<file path="config.mk">
export PLATFORM = sky130hd
export DESIGN_NAME = trapezoidal_velocity_profile
export DESIGN_NICKNAME = d
export VERILOG_FILES = /design/src/tvp_pkg.sv /design/src/trapezoidal_velocity_profile.sv
export SDC_FILE = /design/constraint.sdc
export NUM_CORES = 2
export LEC_CHECK = 0
export BUFFER_PORTS_ARGS = -buffer_cell sky130_fd_sc_hd__buf_2
export CORE_MARGIN = 3
export CORE_UTILIZATION = 38
export CTS_CLUSTER_SIZE = 12
export DETAILED_ROUTE_END_ITERATION = 10
export HOLD_SLACK_MARGIN = 0.08
export MAX_ROUTING_LAYER = met4
export PLACE_DENSITY = 0.49
export SYNTH_ARGS = -nofsm -noshare
export SYNTH_HDL_FRONTEND = slang
export SYNTH_SLANG_ARGS = --single-unit
</file>
<file path="constraint.sdc">
create_clock -name i_clk -period 11.3 [get_ports i_clk]
set_input_delay 0 -clock i_clk [delete_from_list [all_inputs] [get_ports i_clk]]
set_output_delay 0 -clock i_clk [all_outputs]
set_load 0.005 [all_outputs]
</file>
<file path="src/tvp_pkg.sv">
// Package for the trapezoidal velocity profile block.
// Holds field widths, register indexes and reset values; no dependencies.
`timescale 1ns / 1ps

package tvp_pkg;

    // Field widths.
    localparam int unsigned POS_W   = 32;
    localparam int unsigned VEL_W   = 32;
    localparam int unsigned DT_W    = 16;
    localparam int unsigned LIMIT_W = 31;
    localparam int unsigned CRIT_W  = 16;
    localparam int unsigned CFG_IDX_W = 2;

    // Configuration register indexes.
    localparam logic [CFG_IDX_W-1:0] CFG_MAX_VELOCITY = 2'd0;
    localparam logic [CFG_IDX_W-1:0] CFG_MAX_ACCEL    = 2'd1;
    localparam logic [CFG_IDX_W-1:0] CFG_CRIT_RANGE   = 2'd2;

    // Reset values.
    localparam logic [LIMIT_W-1:0] MAX_VELOCITY_RST = 31'd65536;
    localparam logic [LIMIT_W-1:0] MAX_ACCEL_RST    = 31'd65536;
    localparam logic [CRIT_W-1:0]  CRIT_RANGE_RST   = 16'd75;

    // The stop window never exceeds this many whole units.
    localparam logic [6:0] CRIT_CAP = 7'd75;

    // Serial step counts.
    localparam int unsigned MUL_STEPS  = 33;
    localparam int unsigned FRAC_STEPS = 17;

endpackage

</file>
<file path="src/trapezoidal_velocity_profile.sv">
// Top level of the trapezoidal velocity profile block.
// Depends on tvp_pkg for widths, register indexes and reset values.
`timescale 1ns / 1ps

// One tick in, one velocity command out. The transfer edge itself loads the
// operands, and the result is then worked out as follows. First, bit-serial
// shift-add units form v*v, a*|d| and a*dt while a restoring divider forms the
// 17-bit position fraction. Then a bit-serial multiply of that fraction by
// a*dt. Last, a step that combines the branches, saturates, limits and applies
// the stop window. The input is stalled from the transfer until the result has
// been loaded, so a new tick is not taken before the last one is in the output
// register. The result sits in an output register, so the next tick may be
// taken while it waits. A tick that finishes while that register is still full
// waits in its last state.
module trapezoidal_velocity_profile (
    input  logic                              i_clk,
    input  logic                              i_rst_n,
    // Input channel
    input  logic                              i_in_valid,
    output logic                              o_in_stall,
    input  logic signed [tvp_pkg::POS_W-1:0]  i_current_position,
    input  logic signed [tvp_pkg::VEL_W-1:0]  i_current_velocity,
    input  logic signed [tvp_pkg::POS_W-1:0]  i_target_position,
    input  logic        [tvp_pkg::DT_W-1:0]   i_time_step,
    // Output channel
    output logic                              o_out_valid,
    input  logic                              i_out_stall,
    output logic signed [tvp_pkg::VEL_W-1:0]  o_velocity_command,
    // Configuration write channel
    input  logic                              i_cfg_valid,
    output logic                              o_cfg_ready,
    input  logic        [tvp_pkg::CFG_IDX_W-1:0] i_cfg_index,
    input  logic        [31:0]                i_cfg_data
);

    typedef enum logic [1:0] {S_IDLE, S_MUL, S_FRAC, S_DONE} t_state;

    t_state      r_state;
    logic [5:0]  r_cnt;

    // Configuration registers.
    logic [30:0] r_max_vel;
    logic [30:0] r_max_acc;
    logic [15:0] r_crit;

    // Stored command.
    logic signed [31:0] r_cmd;

    // Output register.
    logic               r_out_valid;
    logic signed [31:0] r_out_cmd;

    // Per-tick operands.
    logic [32:0] r_dabs;
    logic        r_d_pos;
    logic        r_vel_pos;
    logic [31:0] r_vabs;
    logic [32:0] r_den;

    // Serial units.
    logic [62:0] r_vsq;
    logic [31:0] r_vmul;
    logic [63:0] r_ad;
    logic [32:0] r_dmul;
    logic [46:0] r_p;
    logic [15:0] r_tmul;
    logic [33:0] r_rem;
    logic [16:0] r_q;
    logic [63:0] r_fp;
    logic [16:0] r_fmul;

    // Operand preparation at the transfer.
    logic signed [32:0] w_d;
    logic [32:0] w_dabs;
    logic [31:0] w_vabs;
    logic [31:0] w_pabs;
    logic [31:0] w_tabs;
    logic        w_same;
    logic [32:0] w_num;
    logic [32:0] w_den;

    always_comb begin
        w_d    = {i_target_position[31], i_target_position}
               - {i_current_position[31], i_current_position};
        w_dabs = w_d[32] ? 33'(-w_d) : 33'(w_d);
        w_vabs = i_current_velocity[31] ? 32'(-i_current_velocity)
                                        : 32'(i_current_velocity);
        w_pabs = i_current_position[31] ? 32'(-i_current_position)
                                        : 32'(i_current_position);
        w_tabs = i_target_position[31] ? 32'(-i_target_position)
                                       : 32'(i_target_position);
        w_same = (!i_current_position[31] && !i_target_position[31])
              || ((i_current_position[31] || i_current_position == '0)
                  && (i_target_position[31] || i_target_position == '0));
        if (w_same) begin
            if (w_tabs > w_pabs) begin
                w_num = {1'b0, w_pabs};
                w_den = {1'b0, w_tabs};
            end else begin
                w_num = {1'b0, w_tabs};
                w_den = {1'b0, w_pabs};
            end
        end else begin
            w_num = {1'b0, w_tabs};
            w_den = {1'b0, w_tabs} + {1'b0, w_pabs};
        end
    end

    // Divider step: no shift on the first step, since the numerator never
    // exceeds the divisor.
    logic [33:0] w_trial;
    logic        w_ge;
    always_comb begin
        w_trial = (r_cnt == '0) ? r_rem : {r_rem[32:0], 1'b0};
        w_ge    = w_trial >= {1'b0, r_den};
    end

    // Final combination of the accelerate and decelerate branches.
    logic [30:0]        w_step;
    logic [31:0]        w_m;
    logic [31:0]        w_cabs;
    logic               w_decel;
    logic               w_accel;
    logic signed [33:0] w_change;
    logic signed [33:0] w_sum;
    logic signed [31:0] n_cmd;
    logic [6:0]         w_win;

    always_comb begin
        w_step  = r_p[46:16];
        w_m     = r_fp[63:32];
        w_cabs  = r_cmd[31] ? 32'(-r_cmd) : 32'(r_cmd);
        // dabs <= floor(v*v / 2a) is the same as 2a*dabs <= v*v.
        w_decel = {r_ad, 1'b0} <= {2'b00, r_vsq};
        w_accel = (r_vabs < {1'b0, r_max_vel}) && (r_dabs != '0);
        w_change = '0;
        if (w_decel) begin
            if (w_m > w_cabs) begin
                w_change = -34'(signed'({{2{r_cmd[31]}}, r_cmd}));
            end else if (r_vel_pos) begin
                w_change = -34'(signed'({2'b00, w_m}));
            end else begin
                w_change = 34'(signed'({2'b00, w_m}));
            end
        end else if (w_accel) begin
            w_change = r_d_pos ? 34'(signed'({3'b000, w_step}))
                               : -34'(signed'({3'b000, w_step}));
        end
        w_sum = 34'(signed'({{2{r_cmd[31]}}, r_cmd})) + w_change;
        if (w_sum > 34'sh0_7FFF_FFFF) begin
            n_cmd = 32'sh7FFF_FFFF;
        end else if (w_sum < -34'sh0_8000_0000) begin
            n_cmd = 32'sh8000_0000;
        end else begin
            n_cmd = w_sum[31:0];
        end
        // Velocity limit, tested on the previous command's magnitude.
        if (w_cabs > {1'b0, r_max_vel}) begin
            n_cmd = (n_cmd > 0) ? 32'(signed'({1'b0, r_max_vel}))
                                : -32'(signed'({1'b0, r_max_vel}));
        end
        // Stop window.
        w_win = (r_crit < {9'b0, tvp_pkg::CRIT_CAP}) ? r_crit[6:0] : tvp_pkg::CRIT_CAP;
        if (r_dabs < {10'b0, w_win, 16'b0}) begin
            n_cmd = '0;
        end
    end

    // Configuration writes.
    always_ff @(posedge i_clk) begin
        if (!i_rst_n) begin
            r_max_vel <= tvp_pkg::MAX_VELOCITY_RST;
            r_max_acc <= tvp_pkg::MAX_ACCEL_RST;
            r_crit    <= tvp_pkg::CRIT_RANGE_RST;
        end else if (i_cfg_valid) begin
            unique case (i_cfg_index)
                tvp_pkg::CFG_MAX_VELOCITY: r_max_vel <= i_cfg_data[30:0];
                tvp_pkg::CFG_MAX_ACCEL:    r_max_acc <= i_cfg_data[30:0];
                tvp_pkg::CFG_CRIT_RANGE:   r_crit    <= i_cfg_data[15:0];
                default: ;
            endcase
        end
    end

    // Sequencer, serial units and the output register.
    always_ff @(posedge i_clk) begin
        if (!i_rst_n) begin
            r_state     <= S_IDLE;
            r_cnt       <= '0;
            r_cmd       <= '0;
            r_out_valid <= 1'b0;
        end else begin
            // In the last cycle of a tick the output register is reloaded instead.
            if (r_out_valid && !i_out_stall && r_state != S_DONE) begin
                r_out_valid <= 1'b0;
            end
            unique case (r_state)
                S_IDLE: begin
                    if (i_in_valid) begin
                        r_dabs    <= w_dabs;
                        r_d_pos   <= !w_d[32] && (w_d != '0);
                        r_vel_pos <= !i_current_velocity[31]
                                     && (i_current_velocity != '0);
                        r_vabs    <= w_vabs;
                        r_den     <= w_den;
                        r_vsq     <= '0;
                        r_vmul    <= w_vabs;
                        r_ad      <= '0;
                        r_dmul    <= w_dabs;
                        r_p       <= '0;
                        r_tmul    <= i_time_step;
                        r_rem     <= {1'b0, w_num};
                        r_q       <= '0;
                        r_cnt     <= '0;
                        r_state   <= S_MUL;
                    end
                end
                S_MUL: begin
                    // Shift-add multipliers, multiplier bits taken MSB first.
                    if (r_cnt < 6'd32) begin
                        r_vsq  <= {r_vsq[61:0], 1'b0}
                                + (r_vmul[31] ? {31'b0, r_vabs} : 63'b0);
                        r_vmul <= {r_vmul[30:0], 1'b0};
                    end
                    r_ad   <= {r_ad[62:0], 1'b0}
                            + (r_dmul[32] ? {33'b0, r_max_acc} : 64'b0);
                    r_dmul <= {r_dmul[31:0], 1'b0};
                    if (r_cnt < 6'd16) begin
                        r_p    <= {r_p[45:0], 1'b0}
                                + (r_tmul[15] ? {16'b0, r_max_acc} : 47'b0);
                        r_tmul <= {r_tmul[14:0], 1'b0};
                    end
                    // Restoring divider for the position fraction.
                    if (r_cnt < 6'(tvp_pkg::FRAC_STEPS)) begin
                        r_rem <= w_ge ? w_trial - {1'b0, r_den} : w_trial;
                        r_q   <= {r_q[15:0], w_ge};
                    end
                    if (r_cnt == 6'(tvp_pkg::MUL_STEPS - 1)) begin
                        r_cnt   <= '0;
                        r_fp    <= '0;
                        r_fmul  <= (r_den == '0) ? 17'b0 : r_q;
                        r_state <= S_FRAC;
                    end else begin
                        r_cnt <= r_cnt + 6'd1;
                    end
                end
                S_FRAC: begin
                    // Fraction times a*dt.
                    r_fp   <= {r_fp[62:0], 1'b0}
                            + (r_fmul[16] ? {17'b0, r_p} : 64'b0);
                    r_fmul <= {r_fmul[15:0], 1'b0};
                    if (r_cnt == 6'(tvp_pkg::FRAC_STEPS - 1)) begin
                        r_cnt   <= '0;
                        r_state <= S_DONE;
                    end else begin
                        r_cnt <= r_cnt + 6'd1;
                    end
                end
                S_DONE: begin
                    // Load the result once the output register is free.
                    if (!r_out_valid || !i_out_stall) begin
                        r_cmd       <= n_cmd;
                        r_out_cmd   <= n_cmd;
                        r_out_valid <= 1'b1;
                        r_state     <= S_IDLE;
                    end
                end
                default: r_state <= S_IDLE;
            endcase
        end
    end

    assign o_in_stall         = (r_state != S_IDLE);
    assign o_out_valid        = r_out_valid;
    assign o_velocity_command = r_out_cmd;
    assign o_cfg_ready        = 1'b1;

endmodule

</file>
# Word-level counts from Yosys, hierarchy flattened
# Index checks and enable logic that the tools add are counted.
[classes]
order_cmp = 14
div_mod_pow = 0
addsub = 18
multipliers = 0
eq_ne = 15
bitwise_logic = 0
shift = 0
n_reduce_logical = 43
n_mux = 65
[ops]
columns = ["operator", "count"]
rows = [
  ["$mux W32", 14],
  ["$mux W34", 9],
  ["$pmux W64 S2", 2],
  ["$mux W47", 3],
  ["$mux W33", 4],
  ["$mux W64", 2],
  ["$neg A32 Y32", 4],
  ["$mux W63", 2],
  ["$pmux W63 S2", 1],
  ["$pmux W47 S2", 1],
  ["$mux W17", 4],
  ["$neg A32 Y34", 2],
  ["$pmux W17 S2", 2],
  ["$pmux W34 S2", 1],
  ["$pmux W33 S2", 1],
  ["$reduce_bool A33 Y1", 2],
  ["$le A65 B63 Y1", 1],
  ["$add A64 B31 Y64", 1],
  ["$add A64 B47 Y64", 1],
  ["$gt A32 B32 Y1", 2],
  ["$logic_not A32 Y1", 2],
  ["$pmux W32 S2", 1],
  ["$add A63 B32 Y63", 1],
  ["$mux W31", 2],
  ["other kinds (44)", 90],
]
[word_totals]
regBits = 638
inputBits = 151
mem_bits_rw = 0
n_memories = 0
rom_bits = 0
elab_cells = 178
latchBits = 0
output_inout_bits = 35

# Logic depth before layout (Yosys ltp)
[logic_depth]
depth_word = 13
mapped_depth = 41
ltp_nobuf = 37

# Least setup slack after synthesis
# OpenSTA, ideal clock, no wires.
[synth_path]
path_kind = "register to register"
startpoint = "reg r_cmd[9]"
endpoint = "reg r_out_cmd[20] (netlist: o_velocity_command[20]), data pin"
required_ps = 11030
period_less_slack_ps = 8783
setup_slack_ps = 2517
stages_incl_launch_ff = 36
setup_time_ps = 270
arrival_time_ps = 8513
n_path_buf = 5
cell_sequence = "dfxtp_1 > buf_2 > or4_1 > or4_1 > or4_1 > or3_1 > or2_2 > nand2_1 > xnor2_1 > inv_1 > ha_1 > nand4_1 > nor4_1 > nand3_1 > a22oi_1 > clkbuf_1 > buf_1 > nor2_1 > a21oi_1 > o21ai_0 > ha_1 > a2111oi_0 > o21ai_0 > a31oi_1 > nand3_1 > a2111o_1 > a21o_1 > a211oi_1 > nand4_1 > nor3_1 > nor2_1 > buf_6 > buf_2 > o31a_1 > a21oi_1 > nor3_1"
[synth_via]
elab_chain_cells = 13
word_cells_on_any_way = 16
classes_between = "3 x add/sub; 5 x order compare; 8 x mux"
[synth_rtl]
columns = ["item", "line_no", "text"]
rows = [
  ["start, declared", "trapezoidal_velocity_profile.sv:47", "logic signed [31:0] r_cmd;"],
  ["start signal, assigned", "trapezoidal_velocity_profile.sv:262", "r_cmd <= n_cmd;"],
  ["$neg A32 Y32", "trapezoidal_velocity_profile.sv:132", "w_cabs = r_cmd[31] ? 32'(-r_cmd) : 32'(r_cmd);"],
  ["$mux W32", "trapezoidal_velocity_profile.sv:132", ""],
  ["$gt A32 B32 Y1", "trapezoidal_velocity_profile.sv:138", "if (w_m > w_cabs) begin"],
  ["$mux W34", "trapezoidal_velocity_profile.sv:138", ""],
  ["$mux W34", "trapezoidal_velocity_profile.sv:137", "if (w_decel) begin"],
  ["$add A32 B34 Y34", "trapezoidal_velocity_profile.sv:149", "w_sum = 34'(signed'({{2{r_cmd[31]}}, r_cmd})) + w_change;"],
  ["$lt A34 B32 Y1", "trapezoidal_velocity_profile.sv:152", "end else if (w_sum < -34'sh0_8000_0000) begin"],
  ["$mux W32", "trapezoidal_velocity_profile.sv:152", ""],
  ["$mux W32", "trapezoidal_velocity_profile.sv:150", "if (w_sum > 34'sh0_7FFF_FFFF) begin"],
  ["$gt A32 B1 Y1", "trapezoidal_velocity_profile.sv:159", "n_cmd = (n_cmd > 0) ? 32'(signed'({1'b0, r_max_vel}))"],
  ["$mux W32", "trapezoidal_velocity_profile.sv:159", ""],
  ["$mux W32 (*)", "trapezoidal_velocity_profile.sv:158", "if (w_cabs > {1'b0, r_max_vel}) begin"],
  ["$mux W32 (*)", "trapezoidal_velocity_profile.sv:164", "if (r_dabs < {10'b0, w_win, 16'b0}) begin"],
  ["named net n_cmd[20]", "trapezoidal_velocity_profile.sv:126", "logic signed [31:0] n_cmd;"],
  ["end signal, assigned", "trapezoidal_velocity_profile.sv:263", "r_out_cmd <= n_cmd;"],
  ["end, declared", "trapezoidal_velocity_profile.sv:51", "logic signed [31:0] r_out_cmd;"],
]
# Mark *: on every way through the listed nets, which the timed path passes. The rest lies on a longest branch.
# A chain may end at the register's enable or synchronous reset.

# Worst setup path in the final report
[layout_path]
startpoint = "reg r_cmd[0]"
endpoint = "reg r_cmd[24]"
[layout_via]
elab_chain_cells = 13
word_cells_on_any_way = 16
classes_between = "3 x add/sub; 5 x order compare; 8 x mux"
[layout_rtl]
columns = ["item", "line_no"]
rows = [
  ["$neg A32 Y32", "trapezoidal_velocity_profile.sv:132"],
  ["$mux W32", "trapezoidal_velocity_profile.sv:132"],
  ["$gt A32 B32 Y1", "trapezoidal_velocity_profile.sv:138"],
  ["$mux W34", "trapezoidal_velocity_profile.sv:138"],
  ["$mux W34", "trapezoidal_velocity_profile.sv:137"],
  ["$add A32 B34 Y34", "trapezoidal_velocity_profile.sv:149"],
  ["$lt A34 B32 Y1", "trapezoidal_velocity_profile.sv:152"],
  ["$mux W32", "trapezoidal_velocity_profile.sv:152"],
  ["$mux W32", "trapezoidal_velocity_profile.sv:150"],
  ["$gt A32 B1 Y1", "trapezoidal_velocity_profile.sv:159"],
  ["$mux W32", "trapezoidal_velocity_profile.sv:159"],
  ["$mux W32 (*)", "trapezoidal_velocity_profile.sv:158"],
  ["$mux W32 (*)", "trapezoidal_velocity_profile.sv:164"],
  ["named net n_cmd[24]", "trapezoidal_velocity_profile.sv:126"],
]
# Marks and branches as above.

==> summary.txt <==
Critical path
  – Arrival time of the worst setup path: 11,220 ps
  – Crit-path max cell delay: 580 ps
  – Endpoint kind of the worst setup timing path: register
  – Max stage delay cell, worst path: sky130_fd_sc_hd__nor4_1
  – Dominant cell type by count on the critical path: sky130_fd_sc_hd__or3_1
  – Critical Path Start Type: register
  – Worst-path fanout max: 17
  – Data required time at the worst endpoint: 11,930 ps
  – Critical path class: register to register

Die
  – Number of top-level design ports: 186
  – Die W: 377.5 um
  – Starting utilization of the core area: 38.48%
  – Core area: 136,300 um2
  – Die area: 142,500 um2
  – Number of placement rows: 135
  – Chip Height: 377.5 um

Logic synthesis
  – Biggest area contributors in the synthesized netlist: sky130_fd_sc_hd__edfxtp_1 30%, sky130_fd_sc_hd__ha_1 11%, sky130_fd_sc_hd__xnor2_1 5.5%
  – Top cell type's share of synthesized area: 29.71%
  – Number of synthesized flops with an enable pin: 519
  – Most common cell in the synthesized netlist: sky130_fd_sc_hd__nand2_1
  – Async SR Flop Fraction: 0%
  – Nets in the synthesized netlist: 6,575
  – Part of the Yosys area used for sequential elements: 34.25%
  – Post-synthesis instance area: 52,460 um2
  – Average cell area after synthesis: 8.832 um2
  – Ranking of synthesized cells by instance count: 521 x sky130_fd_sc_hd__nand2_1, 519 x sky130_fd_sc_hd__edfxtp_1, 477 x sky130_fd_sc_hd__ha_1
  – Post-synthesis cell type count: 90
  – Seq cells post-synth: 638
  – Cell count after synthesis: 5,939
  – Yosys warning count: 0
  – Main flop type after synthesis: sky130_fd_sc_hd__edfxtp_1
  – Leading area contributor after synthesis: sky130_fd_sc_hd__edfxtp_1

Place
  – Total placed instance area: 55,320 um2
  – Number of I/O port buffers: 183
  – RD Place Congestion: 0.9441
  – HPWL after detailed placement: 133,300 um

Cells and area
  – Filler instances: 13,500
  – Layout cells sized above 1: 8.867%
  – Final instance area: 59,940 um2
  – Area grow syn2layout: 14.27%
  – Final net count: 6,872

STA
  – Max-slew violations: 0
  – Layout Skew: 45.28 ps
  – Max Clk Rate: 94.43 MHz
  – Max-slew headroom: 25.11%
  – Fin crit share: 93.72%
  – Crit path time final: 10,590 ps
  – Worst-margin pin slew: 1123 ps
  – Setup repair after global routing missed its margin: no
  – Final number of hold-violating endpoints: 0
  – Total of endpoints with negative setup slack in the final report: 0
  – TNS Setup: 0 ps

Global route
  – All-layer global routing usage: 24.32%
  – Initial antenna violation count: 22
  – Maximum number of pins on one net before global-route repair: 97
  – Remaining global-route overflow: 0
  – Wire length of the first global-routing pass: 261,200 um
  – Via count of the first global-routing pass: 42,780

Clock tree
  – Clock slew seen by the registers of the worst setup and hold paths: 60 ps
  – Clock network latency to the later pin of the worst-skew pair: 690 ps
  – Clk sinks: 638
  – Number of buffers inserted during clock tree synthesis: 83
  – CTS H-tree lvls: 3
  – Buffer depth of the longest clock path: 3
  – TritonCTS clock tree: done
  – Clock Root Buffer: sky130_fd_sc_hd__clkbuf_16

Route
  – Routed wirelength normalized by instance count: 21.36 um
  – Total wire length: 173,000 um
  – Vias: 45,120
  – Number of design rule violations left after detail routing: 0
  – Violation count after the first detailed-routing iteration: 3,236
  – Total iterations of the first detailed-routing run: 6
  – Per-cell via count in the routed design: 5.570
  – Number of nets with antenna violations after detailed routing: 0

Flow run
  – Max Cap Viol: 0

Outcome
  – Status: finished, final reports clean

Pwr
  – Leakage power of the design: 0.02418 uW
  – Max IR drop VDD: 124.2 uV
  – Power Dens Cells: 197.6 nW/um2
  – Overall power after layout: 11,840 uW

Hold path
  – Worst min-delay path category: primary input to register
## per-stage QoR
stage | cells | hold slack (ps) | utilization (%) | setup slack [ps]
after floorplan | 5939 | 98.87 | - | 2517
final | 8100 | 130.8 | 43.97 | 710.1
after global routing | 8099 | 126.3 | 43.97 | 104.2
after detailed placement | 7739 | 248.2 | 40.59 | 717.8
after CTS | 8084 | 87.19 | 43.93 | 689.1
after global placement | 7739 | 245.2 | 40.59 | 909.9
## repair_timing
item / 4_1_cts / 5_1_grt
gates resized for setup: 0 / 2
setup endpoints to repair: 0 / 13
hold buffers: 192 / 0
hold endpoints to repair: 242 / 0
setup buffers: 0 / 1
## worst max-delay path: cells and delay by family, from the launching register on
kind                       cells  cell delay [ps]
AOI/OAI and AO/OA             11             3090
xor gates and xnor gates       1              170
adders and majority gates      3              880
buffers and inverters          4              590
DFF                            1              410
muxes                          1              400
and+or+nand+nor               16             4980
## cells by family after synthesis
logic type                 count (synthesis)  share of synthesized area, %
and+or+nand+nor                         2036                         19.36
AOI/OAI and AO/OA                       1501                         18.32
DFF                                      638                         34.25
buffers and inverters                    594                         4.293
xor gates and xnor gates                 527                         8.814
adders and majority gates                485                         11.68
muxes                                    157                         3.268
other                                      1                      0.007149
## report_power, final
part           total [uW]  internal, uW  switching (uW)
logic                5680          2250            3430
registers            3550          3230             318
clock network        2620          1500            1120
## sequential cells by signal, indices dropped and copies added (netlist names), 32 cells and up
name                count
r_fp                   64
r_den                  33
r_rem                  34
r_dmul                 33
r_dabs                 33
r_vmul                 32
r_vsq                  63
r_ad                   64
r_p                    47
r_vabs                 32
r_cmd                  32
o_velocity_command     32
## per-layer routing
layer / track usage (%) / part of all wire [%]
met1: 33.48 / 48
met2: 37.96 / 45
met3: 3.217 / 4.6
met4: 5.696 / 2.4
met5: - / 0
## final timing paths
kind                    startpoint    endpoint  slack, ps  cells past startpoint
max                       r_cmd[0]   r_cmd[24]        710                     36
min reg2reg             r_crit[13]  r_crit[13]        470                      2
min          i_target_position[23]   r_rem[23]        130                      5
max reg2reg               r_cmd[0]   r_cmd[24]        710                     36
## cells in the final DEF (no fill, tap or decap), types with 67 or more instances in the layout
master                          synthesis  final
sky130_fd_sc_hd__nor3_1               112    110
sky130_fd_sc_hd__or3_1                 87     87
sky130_fd_sc_hd__nand2_1              521    521
sky130_fd_sc_hd__xnor2_1              330    330
sky130_fd_sc_hd__nand3_1              165    165
sky130_fd_sc_hd__ha_1                 477    476
sky130_fd_sc_hd__inv_1                368    366
sky130_fd_sc_hd__o31ai_1               75     74
sky130_fd_sc_hd__nand2b_1              68     67
sky130_fd_sc_hd__nor2_1               445    444
sky130_fd_sc_hd__mux2_2               114    114
sky130_fd_sc_hd__and3_1                72     70
sky130_fd_sc_hd__dfxtp_1              119    119
sky130_fd_sc_hd__a21boi_0              91     90
sky130_fd_sc_hd__and2_1               263    263
sky130_fd_sc_hd__o21ai_0              330    330
sky130_fd_sc_hd__a21oi_1              425    421
sky130_fd_sc_hd__dlygate4sd3_1          0    192
sky130_fd_sc_hd__buf_2                  6    183
sky130_fd_sc_hd__a21o_1               143    143
sky130_fd_sc_hd__xor2_1               196    196
sky130_fd_sc_hd__clkbuf_16              0     85
sky130_fd_sc_hd__edfxtp_1             519    519
## layout make-up
| class | count | area, um2 | area share [%] |
|---|---|---|---|
| Clock buffer | 104 | 2228 | 3.718 |
| Inverter | 370 | 1396 | 2.330 |
| Multi-Input combinational cell | 4707 | 32360 | 53.99 |
| Timing Repair Buffer | 436 | 3321 | 5.540 |
| Antenna cell | 15 | 37.54 | 0.06262 |
| Tap cell | 1781 | 2228 | 3.718 |
| Clock inverter | 49 | 401.6 | 0.6701 |
| Sequential cell | 638 | 17970 | 29.98 |
Power figures use the tool's default switching activity.
